--- config.mk ---
export PLATFORM = sky130hd
export DESIGN_NAME = unsigned_to_ascii_digits_unit
export DESIGN_NICKNAME = d
export VERILOG_FILES = /design/src/design/u2a_pkg.sv /design/src/design/u2a_front.sv /design/src/design/u2a_queue.sv /design/src/design/u2a_back.sv /design/src/design/unsigned_to_ascii_digits_unit.sv
export SDC_FILE = /design/constraint.sdc
export NUM_CORES = 1
export LEC_CHECK = 0
export BUFFER_PORTS_ARGS = -buffer_cell sky130_fd_sc_hd__buf_2
export CAP_MARGIN = 20
export CELL_PAD_IN_SITES_DETAIL_PLACEMENT = 0
export CELL_PAD_IN_SITES_GLOBAL_PLACEMENT = 1
export CORE_MARGIN = 4
export CORE_UTILIZATION = 51
export CTS_CLUSTER_SIZE = 24
export DETAILED_ROUTE_END_ITERATION = 10
export PLACE_DENSITY = 0.79
export SYNTH_ARGS = -nofsm -noshare
export SYNTH_HDL_FRONTEND = slang
export SYNTH_SLANG_ARGS = --single-unit
--- constraint.sdc ---
create_clock -name aclk -period 11.6 [get_ports aclk]
set_input_delay 1.16 -clock aclk [delete_from_list [all_inputs] [get_ports aclk]]
set_output_delay 1.16 -clock aclk [all_outputs]
set_load 0.02 [all_outputs]
--- src/design/u2a_pkg.sv ---
// Shared types, constants and helpers for the unsigned to ASCII digit converter.
package u2a_pkg;

    // Width of the converted value; bits above it are ignored
    localparam int VALUE_WIDTH = 64;
    localparam int BIT_CNT_W   = $clog2(VALUE_WIDTH + 1);

    // Digit buffer: 20 nibbles cover any 64-bit decimal value
    localparam int MAX_DIGITS  = 20;
    localparam int DIG_W       = 4 * MAX_DIGITS;
    localparam int CNT_W       = 5;

    // Queue between converter and emitter
    localparam int QUEUE_DEPTH = 2;
    localparam int QPTR_W      = (QUEUE_DEPTH > 1) ? $clog2(QUEUE_DEPTH) : 1;
    localparam int QFILL_W     = $clog2(QUEUE_DEPTH + 1);

    // ASCII anchors
    localparam logic [6:0] CHAR_ZERO = 7'h30;
    localparam logic [6:0] CHAR_A    = 7'h41;

    // One converted number: digits left aligned, plus its digit count
    typedef struct packed {
        logic [DIG_W-1:0] digits;
        logic [CNT_W-1:0] count;
    } digit_rec_t;

    // Nibble to ASCII, '0'-'9' or 'A'-'F'
    function automatic logic [6:0] nibble_to_ascii(input logic [3:0] d);
        logic [6:0] c;
        if (d < 4'd10) begin
            c = CHAR_ZERO + {3'b000, d};
        end else begin
            c = CHAR_A + {3'b000, d} - 7'd10;
        end
        return c;
    endfunction

endpackage

--- src/design/u2a_front.sv ---
// Front end: accepts a word, converts to BCD or hex nibbles, strips leading zeros.
module u2a_front (
    input  logic                aclk,
    input  logic                aresetn,
    input  logic                s_valid,
    output logic                s_ready,
    input  logic [63:0]         s_value,
    input  logic                s_hex_mode,
    output logic                push_valid,
    output u2a_pkg::digit_rec_t push_rec,
    input  logic                q_full
);
    import u2a_pkg::*;

    localparam logic [1:0] ST_IDLE = 2'd0;
    localparam logic [1:0] ST_CONV = 2'd1;
    localparam logic [1:0] ST_SCAN = 2'd2;
    localparam logic [1:0] ST_PUSH = 2'd3;

    logic [1:0]             state_reg, state_next;
    logic [VALUE_WIDTH-1:0] val_reg, val_next;
    logic [DIG_W-1:0]       dig_reg, dig_next;
    logic [BIT_CNT_W-1:0]   bit_cnt_reg, bit_cnt_next;
    logic [CNT_W-1:0]       cnt_reg, cnt_next;
    logic [DIG_W-1:0]       dig_adj;

    // Double dabble correction: add 3 to every BCD digit above 4
    function automatic logic [DIG_W-1:0] add3(input logic [DIG_W-1:0] b);
        logic [DIG_W-1:0] r;
        r = b;
        for (int i = 0; i < MAX_DIGITS; i++) begin
            if (b[4*i +: 4] > 4'd4) begin
                r[4*i +: 4] = b[4*i +: 4] + 4'd3;
            end
        end
        return r;
    endfunction

    assign dig_adj    = add3(dig_reg);
    assign s_ready    = (state_reg == ST_IDLE);
    assign push_valid = (state_reg == ST_PUSH);
    assign push_rec   = '{digits: dig_reg, count: cnt_reg};

    // Sequencer: load, shift-add-3 per bit (decimal only), scan off leading zeros, hand off
    always_comb begin
        state_next   = state_reg;
        val_next     = val_reg;
        dig_next     = dig_reg;
        bit_cnt_next = bit_cnt_reg;
        cnt_next     = cnt_reg;
        unique case (state_reg)
            ST_IDLE: begin
                if (s_valid) begin
                    val_next     = s_value[VALUE_WIDTH-1:0];
                    cnt_next     = CNT_W'(MAX_DIGITS);
                    bit_cnt_next = BIT_CNT_W'(VALUE_WIDTH);
                    if (s_hex_mode) begin
                        dig_next   = DIG_W'(s_value[VALUE_WIDTH-1:0]);
                        state_next = ST_SCAN;
                    end else begin
                        dig_next   = '0;
                        state_next = ST_CONV;
                    end
                end
            end
            ST_CONV: begin
                dig_next     = {dig_adj[DIG_W-2:0], val_reg[VALUE_WIDTH-1]};
                val_next     = {val_reg[VALUE_WIDTH-2:0], 1'b0};
                bit_cnt_next = bit_cnt_reg - BIT_CNT_W'(1);
                if (bit_cnt_reg == BIT_CNT_W'(1)) begin
                    state_next = ST_SCAN;
                end
            end
            ST_SCAN: begin
                if (dig_reg[DIG_W-1 -: 4] == 4'd0 && cnt_reg > CNT_W'(1)) begin
                    dig_next = {dig_reg[DIG_W-5:0], 4'd0};
                    cnt_next = cnt_reg - CNT_W'(1);
                end else begin
                    state_next = ST_PUSH;
                end
            end
            ST_PUSH: begin
                if (!q_full) begin
                    state_next = ST_IDLE;
                end
            end
            default: state_next = ST_IDLE;
        endcase
    end

    // State register
    always_ff @(posedge aclk) begin
        if (!aresetn) begin
            state_reg <= ST_IDLE;
        end else begin
            state_reg <= state_next;
        end
    end

    // Datapath registers
    always_ff @(posedge aclk) begin
        val_reg     <= val_next;
        dig_reg     <= dig_next;
        bit_cnt_reg <= bit_cnt_next;
        cnt_reg     <= cnt_next;
    end

endmodule

--- src/design/u2a_queue.sv ---
// Small FIFO of converted numbers between front end and emitter.
module u2a_queue (
    input  logic                aclk,
    input  logic                aresetn,
    input  logic                push,
    input  u2a_pkg::digit_rec_t push_rec,
    input  logic                pop,
    output u2a_pkg::digit_rec_t head_rec,
    output logic                full,
    output logic                empty
);
    import u2a_pkg::*;

    digit_rec_t        q_mem [QUEUE_DEPTH];
    logic [QPTR_W-1:0]  wr_ptr_reg, rd_ptr_reg;
    logic [QFILL_W-1:0] fill_reg;

    assign full     = (fill_reg == QFILL_W'(QUEUE_DEPTH));
    assign empty    = (fill_reg == '0);
    assign head_rec = q_mem[rd_ptr_reg];

    function automatic logic [QPTR_W-1:0] ptr_inc(input logic [QPTR_W-1:0] p);
        return (p == QPTR_W'(QUEUE_DEPTH - 1)) ? '0 : p + QPTR_W'(1);
    endfunction

    // Storage
    always_ff @(posedge aclk) begin
        if (push && !full) begin
            q_mem[wr_ptr_reg] <= push_rec;
        end
    end

    // Pointers and fill level
    always_ff @(posedge aclk) begin
        if (!aresetn) begin
            wr_ptr_reg <= '0;
            rd_ptr_reg <= '0;
            fill_reg   <= '0;
        end else begin
            if (push && !full) begin
                wr_ptr_reg <= ptr_inc(wr_ptr_reg);
            end
            if (pop && !empty) begin
                rd_ptr_reg <= ptr_inc(rd_ptr_reg);
            end
            if ((push && !full) && !(pop && !empty)) begin
                fill_reg <= fill_reg + QFILL_W'(1);
            end else if (!(push && !full) && (pop && !empty)) begin
                fill_reg <= fill_reg - QFILL_W'(1);
            end
        end
    end

endmodule

--- src/design/u2a_back.sv ---
// Back end: emits one ASCII character per word, most significant digit first.
module u2a_back (
    input  logic                aclk,
    input  logic                aresetn,
    input  u2a_pkg::digit_rec_t head_rec,
    input  logic                q_empty,
    output logic                q_pop,
    output logic                m_valid,
    input  logic                m_ready,
    output logic [6:0]          m_digit_char,
    output logic                m_last_digit,
    output logic [4:0]          m_digit_count
);
    import u2a_pkg::*;

    logic             busy_reg;
    logic [DIG_W-1:0] dig_reg;
    logic [CNT_W-1:0] count_reg, left_reg;
    logic             last;

    assign last          = (left_reg == CNT_W'(1));
    assign m_valid       = busy_reg;
    assign m_digit_char  = nibble_to_ascii(dig_reg[DIG_W-1 -: 4]);
    assign m_last_digit  = last;
    assign m_digit_count = count_reg;

    // Load the next number when idle or as the final character leaves
    assign q_pop = !q_empty && (!busy_reg || (m_ready && last));

    // Busy flag
    always_ff @(posedge aclk) begin
        if (!aresetn) begin
            busy_reg <= 1'b0;
        end else if (q_pop) begin
            busy_reg <= 1'b1;
        end else if (m_ready && last) begin
            busy_reg <= 1'b0;
        end
    end

    // Character shifter
    always_ff @(posedge aclk) begin
        if (q_pop) begin
            dig_reg   <= head_rec.digits;
            count_reg <= head_rec.count;
            left_reg  <= head_rec.count;
        end else if (busy_reg && m_ready) begin
            dig_reg  <= {dig_reg[DIG_W-5:0], 4'd0};
            left_reg <= left_reg - CNT_W'(1);
        end
    end

endmodule

--- src/design/unsigned_to_ascii_digits_unit.sv ---
// Top level: unsigned value to ASCII decimal or hex digit stream.
//
// Input channel (s_): one word is a 64-bit unsigned value and a radix select
// (s_hex_mode 0 = decimal, 1 = uppercase hex). Output channel (m_): one word
// per character, most significant first, no leading zeros; a zero value gives
// a single '0'. Each word carries the character, a last-character flag and
// the total character count (1 to 20).
// Path to the first character: a decimal number runs through the double dabble
// shift-add-3 loop, the leading-zero scan, the hand-off into the queue and the
// load in the emitter. Hex skips the loop and always scans off at least four
// zero nibbles.
// Overlap: the front end takes one number at a time and is ready again the
// cycle after its hand-off; characters leave at one per cycle while m_ready
// is high, while the front end already converts the next number.
// A two-entry queue separates front end and emitter, so a stalled receiver
// only holds up the front end once the queue is full; m_ words hold steady
// while m_ready is low.
// Reset (aresetn low, synchronous) empties the queue and returns both sides
// to idle; any number in flight is dropped.
module unsigned_to_ascii_digits_unit (
    input  logic        aclk,
    input  logic        aresetn,
    input  logic        s_valid,
    output logic        s_ready,
    input  logic [63:0] s_value,
    input  logic        s_hex_mode,
    output logic        m_valid,
    input  logic        m_ready,
    output logic [6:0]  m_digit_char,
    output logic        m_last_digit,
    output logic [4:0]  m_digit_count
);
    import u2a_pkg::*;

    logic       push_valid;
    digit_rec_t push_rec;
    digit_rec_t head_rec;
    logic       q_full, q_empty, q_pop;

    u2a_front u_front (
        .aclk       (aclk),
        .aresetn    (aresetn),
        .s_valid    (s_valid),
        .s_ready    (s_ready),
        .s_value    (s_value),
        .s_hex_mode (s_hex_mode),
        .push_valid (push_valid),
        .push_rec   (push_rec),
        .q_full     (q_full)
    );

    u2a_queue u_queue (
        .aclk     (aclk),
        .aresetn  (aresetn),
        .push     (push_valid),
        .push_rec (push_rec),
        .pop      (q_pop),
        .head_rec (head_rec),
        .full     (q_full),
        .empty    (q_empty)
    );

    u2a_back u_back (
        .aclk          (aclk),
        .aresetn       (aresetn),
        .head_rec      (head_rec),
        .q_empty       (q_empty),
        .q_pop         (q_pop),
        .m_valid       (m_valid),
        .m_ready       (m_ready),
        .m_digit_char  (m_digit_char),
        .m_last_digit  (m_last_digit),
        .m_digit_count (m_digit_count)
    );

endmodule
Yosys cells after proc, flatten, opt, wreduce, memory -nomap -nowiden
Memories as Yosys holds them, arrays and structs flattened. A register that Yosys moved wholly into a read port is not among the register bits.
Index checks and enable logic that the tools add are counted.
{ "word_totals": {"regBits": 253, "mem_bits_rw": 170, "in_bits": 69, "out_inout_bits": 15, "wordCells": 155, "mem_count": 1} }
{ "classes": {"n_addsub": 30, "n_lt_le_gt_ge": 22, "eq_ne": 11, "n_mux": 52, "n_reduce_logical": 27} }
{ "memory_table": {"columns": ["name", "words", "width", "read_ports", "rd_ports_with_merged_regs", "write_ports", "line", "rtl"], "rows": [
  ["u_queue.q_mem", 2, 85, 1, 1, 1, "u2a_queue.sv:14", "digit_rec_t q_mem [QUEUE_DEPTH];"]
]} }
{ "ops": {"columns": ["op", "count"], "rows": [
  ["two-way mux 80 bit", 4],
  ["case mux 80 bit (3 select lines)", 1],
  ["two-way mux 64 bit", 2],
  ["case mux 64 bit (2 select lines)", 1],
  ["greater-than comparator 4 x 3 -> 1 bit, second input constant", 20],
  ["adder 4 x 2 -> 4 bit, second input constant", 19],
  ["two-way mux 4 bit", 19],
  ["two-way mux 5 bit", 4],
  ["two-way mux 2 bit", 7],
  ["two-way mux 7 bit", 2],
  ["case mux 7 bit (2 select lines)", 1],
  ["case mux 5 bit (2 select lines)", 1],
  ["nonzero test 2 bit", 5],
  ["subtractor 5 x 1 -> 5 bit, second input constant", 2],
  ["logical AND 1 bit", 8],
  ["two-way mux 1 bit", 8],
  ["case mux 2 bit (4 select lines)", 1],
  ["adder 6 x 4 -> 7 bit, first input constant", 1],
  ["adder 7 x 4 -> 7 bit, first input constant", 1],
  ["equality test 7 x 1 -> 1 bit, second input constant", 1],
  ["subtractor 7 x 1 -> 7 bit, second input constant", 1],
  ["subtractor 7 x 4 -> 7 bit, second input constant", 1],
  ["equality test 2 bit, second input constant", 3],
  ["!= test 2 bit, second input constant", 3],
  ["other kinds (18)", 26]
]} }

Depth between registers and ports, before layout
Gate-level depths: netlist of run 1.
{ "logic_depth": {"depth_word": 8, "mapped_depth": 8, "mapped_depth_nobuf": 6} }

Hierarchy
From an unflattened synthesis of run 1, not the netlist that was laid out.
{ "unflattened": {"hier_cells": 1250, "area_unflattened_um2": 19130.8} }
{ "modules_own_cells": {"columns": ["module", "n_inst", "cells_per_inst", "area_per_inst_um2", "seq_area_each_um2"], "rows": [
  ["u2a_front", 1, 742, 8684.6, 4724.5],
  ["u2a_queue", 1, 289, 6374.9, 5205.0],
  ["u2a_back", 1, 219, 4071.4, 2722.6]
]} }

Worst setup path before layout of run 1
Ideal clock, no wire load.
{ "synth_timing": {"kind": "register to register", "start": "register u_front.cnt_reg[0]", "end": "register u_front.dig_reg[0] (enable)", "setup_time_ns": 0.616, "arrival_time_ns": 6.968, "t_required_ns": 10.984, "path_slack_ns": 4.016, "path_stages_with_launch": 6, "n_path_buf": 0, "synth_period_minus_slack_ns": 7.584, "path_cell_list": "edfxtp_1 ha_1 o21bai_1 a2111oi_0 nor2_1 nor3_1"} }
{ "synth_via": {"elab_chain_len": 4} }
{ "synth_rtl": {"columns": ["element", "line", "rtl"], "rows": [
  ["start: declaration", "u2a_front.sv:24", "logic [CNT_W-1:0] cnt_reg, cnt_next;"],
  ["start signal: assignment", "u2a_front.sv:105", "cnt_reg <= cnt_next;"],
  ["greater-than comparator 5 x 1 -> 1 bit", "u2a_front.sv:75", "if (dig_reg[DIG_W-1 -: 4] == 4'd0 && cnt_reg > CNT_W'(1)) begin"],
  ["logical AND 1 bit", "u2a_front.sv:75", null],
  ["!= test 2 x 1 -> 1 bit (no line)", null, null],
  ["AND reduction 3 bit (no line)", null, null],
  ["end signal: assignment", "u2a_front.sv:103", "dig_reg <= dig_next;"],
  ["end: declaration", "u2a_front.sv:22", "logic [DIG_W-1:0] dig_reg, dig_next;"]
]} }
No other way between the ends.
A chain may end at the register's enable or synchronous reset.

Final worst setup path of run 1
{ "layout_timing": {"start": "register u_front.cnt_reg[0]", "end": "register u_front.dig_reg[70] (enable)"} }
Same word-level chain as after synthesis.

==> impl_metrics.ini, run 1 <==
[synthesis]
syn_inst = 1374
syn_area_mm2 = 0.0191
async_flop_share_pct = 0
ys_seq_area_share_pct = 66.4
synth_warnings = 0
synthDominantCellAreaShare_pct = 65.5
synth_edf_count = 416
ys_seq_elements = 424
synth_area_per_cell_um2 = 13.9
synth.area.mux_share_pct = 9.46
synth_nets = 1474
yosys.area_share.simple_pct = 5.28
synth.distinct_cells = 48
synthFlopType = edfxtp_1
synth_top_family_by_area = compound AO/OA/AOI/OAI gates
synthTopCellsByArea = edfxtp_1, o21ai_0, mux2i_1
yosysTopAreaCell = edfxtp_1
synthAdderAreaFrac_pct = 2.03
synth_compound_gate_area_share_pct = 13.4
synth_xor_xnor_area_share_pct = 0.551

[cts]
root_buffer = clkbuf_16
cts_buffers = 44
cts_max_path_buffers = 3
htree_levels = 2
path_clk_slew_ns = 0.06
clkSinkCount = 424
hold_buffers = 0
cts_tree = done
post_cts_buffers = 0
cts-resized-gates = 0
clkLatencyLatePin_ns = 0.54

[setup_path]
cp.depth = 7
path_buf_inv = 2
worst_path_largest_cell_delay_ns = 0.80
arrival_ns = 3.65
crit_chain = ha_1 -> o21bai_1 -> a2111oi_0 -> nor2_1 -> nor3_2 -> buf_4 -> buf_4
reg2reg_slack_ns = 8.11
cpMostUsedCell = buf_4
path_class = reg -> reg
critPathMaxFanout = 44
cp-start-kind = register
cp.required_ns = 11.76
r2r_cells = 7
end_kind = register
critPathSlowestCell = a2111oi_0
r2r_start = u_front.cnt_reg[0]$_SDFFCE_PN0P_
critical-path-top-delay-family = buffers and inverters
r2r_end = u_front.dig_reg[70]$_DFFE_PP_

[cells_and_area]
utilization_pct = 58.2
num_antenna_cells = 0
finalNetCount = 1544
layout.area.seq_mm2 = 0.0127
largest_reg_flops = 170
mostFrequentLayoutCells = edfxtp_1, o21ai_0, mux2i_1
fillCellCount = 2950
final_cells = 1944
layout_commonest_cell = edfxtp_1
area_growth_pct = 12.2
multi_input_area_mm2 = 0.00593
drive_above_1_share_pct = 17.3

[grt]
antenna_found_initial = 0
grt_pass1_vias = 11500
overflow = 0
grt_usage_pct = 18.1
use_met3_pct = 2.43
grt_use_met2_pct = 30.3
grt-busiest-layer = met2
grt_pass1_wl_um = 60900
grt_max_degree = 87
grtUsageMet1_pct = 25.2

[timing]
tns_ns = 0
max_freq_mhz = 287
finalHoldViolCount = 0
timing.final.crit_share_pct = 30.1
grt_setup_unrepaired = no
worstMarginPinSlew_ns = 0.925
finalSetupViolCount = 0
period_needed_ns = 3.49
relSlewSlack_pct = 36.8
slew_violations = 0
worst_clock_skew_ns = 0.0171

[floorplanning]
die_area_mm2 = 0.0405
ios = 84
die_w_um = 201
row_count = 70
die_h_um = 201
coreArea_mm2 = 0.0368
initial_core_util_pct = 51.8

[worst_hold_path]
worstHoldPathCells = 0
hold_path_class = reg -> reg
holdPathEnd = u_queue.q_mem[1][82]$_DFFE_PP_
min_from = u_front.dig_reg[77]$_DFFE_PP_

[place]
numPortBuffers = 83
dp_hpwl_um = 22000
place_congestion = 0.754
dp_cells = 1864

[route]
routed-via-count = 11300
wl_per_cell_um = 19.2
detail-route-antenna-nets = 0
drtPass1Iterations = 5
via_per_inst = 5.83
dr.first_iter.drc_count = 709
route.detailed.drc = 0
routed_wl_um = 37300

[pwr]
power_density_mw_per_mm2 = 248
leakage_nw = 7.15
irDropWorstVdd_mv = 0.153

[outcome]
outcome = completed

[run]
max_cap_viol_count = 0
[final cells by class]
cell class / instances / area share (%)
sequential: 424 / 59.2
clock buffer: 50 / 5.35
clock inverter: 28 / 1.23
timing repair buffer: 102 / 2.73
tap: 468 / 2.74
inverter: 61 / 1.07
multi-input combinational: 811 / 27.7
[worst max path at each step]
stage                                                 from                            end
after detailed placement  u_front.cnt_reg[0]$_SDFFCE_PN0P_  u_front.dig_reg[74]$_DFFE_PP_
after global routing      u_front.cnt_reg[0]$_SDFFCE_PN0P_  u_front.dig_reg[56]$_DFFE_PP_
after CTS                 u_front.cnt_reg[0]$_SDFFCE_PN0P_  u_front.dig_reg[55]$_DFFE_PP_
after global placement    u_front.cnt_reg[0]$_SDFFCE_PN0P_  u_front.dig_reg[78]$_DFFE_PP_
after floorplan           u_front.cnt_reg[0]$_SDFFCE_PN0P_   u_front.dig_reg[0]$_DFFE_PP_
final                     u_front.cnt_reg[0]$_SDFFCE_PN0P_  u_front.dig_reg[70]$_DFFE_PP_
[stage by stage]
stage	power [W]	hold slack (ns)	setup slack (ns)	instance area [um2]
after CTS	0.00533	0.502	8.07	21400
after global routing	0.00562	0.531	7.90	21400
after floorplan	0.00356	0.463	4.02	19100
final	0.00530	0.507	8.11	21400
after global placement	0.00390	0.478	8.17	19900
after detailed placement	0.00395	0.488	8.08	19900
[cell usage after synthesis (all sizes together), types with 8 or more instances]
cell    instances
dfxtp           8
nor2           41
o21a           15
mux2           74
o21ai         220
inv            60
o32ai          15
nand2          40
mux2i          97
xnor2           9
edfxtp        416
a32o           16
nor2b          34
nor3b          21
ha             31
nor3           25
a21oi          34
o22ai          15
or3            20
clkbuf         56
a22o           60
buf            22
[power breakdown]
group	internal, W	total (W)	switching, W
clock network	0.000817	0.00138	0.000566
registers	0.00223	0.00255	0.000316
logic	0.000559	0.00137	0.000809
[worst register-to-register path, stage by stage, from the launching register on]
cell and delay [ns]:
edfxtp_1 0.49, ha_1 0.25, o21bai_1 0.15, a2111oi_0 0.80, nor2_1 0.15, nor3_2 0.18
buf_4 0.46, buf_4 0.61
[layer usage]
| metal | vias up | share of wire, % |
|---|---|---|
| met5 | - | 0 |
| met4 | 0 | 2.4 |
| met3 | 63 | 4.0 |
| met2 | 210 | 48 |
| met1 | 5608 | 46 |
| li1 | 5460 | - |
[logic make-up after synthesis]
logic type / after synthesis
AOI/OAI and AO/OA: 406
xor gates and xnor gates: 12
adders and majority gates: 31
buffers and inverters: 139
DFF: 424
muxes: 171
and+or+nand+nor: 191
No activity file was read; power rests on OpenSTA's default activity.
==> run 2, diff against run 1 <==
--- a/config.mk
+++ b/config.mk
@@ -5,12 +5,13 @@
 export SDC_FILE = /design/constraint.sdc
 export NUM_CORES = 1
 export LEC_CHECK = 0
+export ABC_AREA = 1
 export BUFFER_PORTS_ARGS = -buffer_cell sky130_fd_sc_hd__buf_2
 export CAP_MARGIN = 20
 export CELL_PAD_IN_SITES_DETAIL_PLACEMENT = 0
 export CELL_PAD_IN_SITES_GLOBAL_PLACEMENT = 1
 export CORE_MARGIN = 4
-export CORE_UTILIZATION = 51
+export CORE_UTILIZATION = 49
 export CTS_CLUSTER_SIZE = 24
 export DETAILED_ROUTE_END_ITERATION = 10
 export PLACE_DENSITY = 0.79
==> constraint.sdc (replaced) <==
create_clock -name aclk -period 3.6 [get_ports aclk]
set_input_delay 0.36 -clock aclk [delete_from_list [all_inputs] [get_ports aclk]]
set_output_delay 0.36 -clock aclk [all_outputs]
set_load 0.02 [all_outputs]
==> impl_metrics.ini, run 2 <==
[worst_hold_path]
hold_path_class = in -> reg

[cts]
cts-resized-gates = 0
clkLatencyLatePin_ns = 0.58
cts_buffers = 45
hold_buffers = 0
root_buffer = clkbuf_16
cts_max_path_buffers = 3
htree_levels = 2
path_clk_slew_ns = 0.06
clkSinkCount = 424
cts_tree = done
post_cts_buffers = 0

[route]
via_per_inst = 5.28
detail-route-antenna-nets = 0
dr.first_iter.drc_count = 894
wl_per_cell_um = 16.0
route.detailed.drc = 0
drtPass1Iterations = 5
routed_wl_um = 38100
routed-via-count = 12600

[synthesis]
async_flop_share_pct = 0
synthTopCellsByArea = edfxtp_1, nand2_1, o21ai_0
synthTopCellsByCount = nand2_1, edfxtp_1, o21ai_0
ys_seq_area_share_pct = 67.0
syn_inst = 1772
yosysTopAreaCell = edfxtp_1
synth_warnings = 0
ys_seq_elements = 424
synthDominantCellAreaShare_pct = 66.2
synth_nets = 1872
synth.distinct_cells = 31
synthFlopType = edfxtp_1
synth.most_common_cell = nand2_1
synth_area_per_cell_um2 = 10.6
synth_edf_count = 416
syn_area_mm2 = 0.0189

[setup_path]
path_class = reg -> reg
end_kind = register
critPathMaxFanout = 81
cp-start-kind = register
arrival_ns = 3.05
cp.required_ns = 4.04

[timing]
setup_ws_ns = 0.988
worstMarginPinSlew_ns = 1.01
finalSetupViolCount = 0
relSlewSlack_pct = 32.1
period_needed_ns = 2.61
grt_setup_unrepaired = no
tns_ns = 0
finalHoldViolCount = 0
worst_clock_skew_ns = 0.0190
max_freq_mhz = 383
slew_violations = 0
timing.final.crit_share_pct = 72.6

[floorplanning]
die_w_um = 204
die_h_um = 204
initial_core_util_pct = 49.9
row_count = 71
die_area_mm2 = 0.0417
ios = 84
coreArea_mm2 = 0.0378

[place]
dp_cells = 2305
place_area_mm2 = 0.0198
dp_hpwl_um = 23600
place_congestion = 0.782
numPortBuffers = 83
dpl_worst_slack_ns = 0.988

[cells_and_area]
mostFrequentLayoutCells = nand2_1, edfxtp_1, o21ai_0
area_growth_pct = 12.6
largest_reg_flops = 170
fillCellCount = 3309
drive_above_1_share_pct = 10.3
layout_commonest_cell = nand2_1
design_area_mm2 = 0.0212
finalNetCount = 1941
final_cells = 2386
num_antenna_cells = 0

[grt]
grt_max_degree = 95
grt_pass1_vias = 12500
grt_pass1_wl_um = 63600
overflow = 0
antenna_found_initial = 0
grt_usage_pct = 18.6

[outcome]
outcome = completed

[pwr]
power_density_mw_per_mm2 = 963
irDropWorstVdd_mv = 0.668
leakage_nw = 8.04

[run]
max_cap_viol_count = 0
-- run 2: cell types whose count changed after synthesis, moves of 45 or more --
cell / previous run / this run
nand2_1: 39 / 446
inv_1: 60 / 187
mux2i_1: 97 / 0
a31oi_1: 2 / 77
mux2_2: 74 / 0
nor2_1: 41 / 115
a22o_1: 60 / 0
a21oi_1: 34 / 79
-- run 2: worst paths after layout --
kind | startpoint | cells after the start | slack [ns] | endpoint
worst max-delay path | u_front.state_reg[1]$_SDFFE_PN0P_ | 8 | 0.99 | u_front.dig_reg[52]$_DFFE_PP_
worst min-delay path | s_value[20] | 3 | 0.08 | u_front.dig_reg[20]$_DFFE_PP_
worst max register to register | u_front.state_reg[1]$_SDFFE_PN0P_ | 8 | 0.99 | u_front.dig_reg[52]$_DFFE_PP_
worst min register to register | u_queue.rd_ptr_reg$_SDFFE_PN0P_ | 1 | 0.44 | register
-- run 2: worst max-delay path, cell delays in order, from the launching register on --
cell     delay, ns
dfxtp_1       0.34
inv_1         0.13
ha_4          0.15
buf_4         0.57
buf_4         0.71
nand3_1       0.18
o22ai_1       0.18
nand2_1       0.08
nand2_1       0.08
-- run 2: layout make-up --
| class | instances | area, um2 | share of cell area (%) |
|---|---|---|---|
| clock buffer | 51 | 1170 | 5.51 |
| sequential | 424 | 12700 | 59.6 |
| timing repair buffer | 104 | 623 | 2.93 |
| inverter | 189 | 713 | 3.36 |
| clock inverter | 30 | 287 | 1.35 |
| tap | 511 | 639 | 3.01 |
| multi-input combinational | 1077 | 5160 | 24.3 |
-- run 2: cells by family (layout without fill, tap and decap cells) --
logic type | count (synthesis) | in the layout | share of synthesized area (%)
adders and majority gates | 31 | 31 | 2.06
DFF | 424 | 424 | 67.0
and+or+nand+nor | 619 | 619 | 12.8
xor gates and xnor gates | 7 | 7 | 0.325
AOI/OAI and AO/OA | 420 | 420 | 11.8
buffers and inverters | 271 | 374 | 5.94
-- run 2: through the flow --
step                      util (%)  total power, W  hold WS [ns]
after floorplan                  -          0.0141         0.425
after global placement        52.3          0.0159         0.436
after detailed placement      52.3          0.0161         0.441
after CTS                     56.1          0.0207        0.0337
after global routing          56.1          0.0220        0.0674
final                         56.1          0.0205        0.0764
-- run 2: metal layers --
| layer | part of all wire, % | GRT usage [%] | vias to the layer above |
|---|---|---|---|
| li1 | - | - | 6265 |
| met1 | 45 | 25.2 | 5996 |
| met2 | 48 | 31.3 | 284 |
| met3 | 5.0 | 3.49 | 62 |
| met4 | 2.0 | 4.86 | 0 |
| met5 | 0 | 0 | - |
-- run 2: where the power goes --
group | switching (W) | internal, W | total, W
registers | 0.00102 | 0.00830 | 0.00931
clock network | 0.00193 | 0.00264 | 0.00457
logic | 0.00473 | 0.00186 | 0.00659
total | 0.00767 | 0.0128 | 0.0205
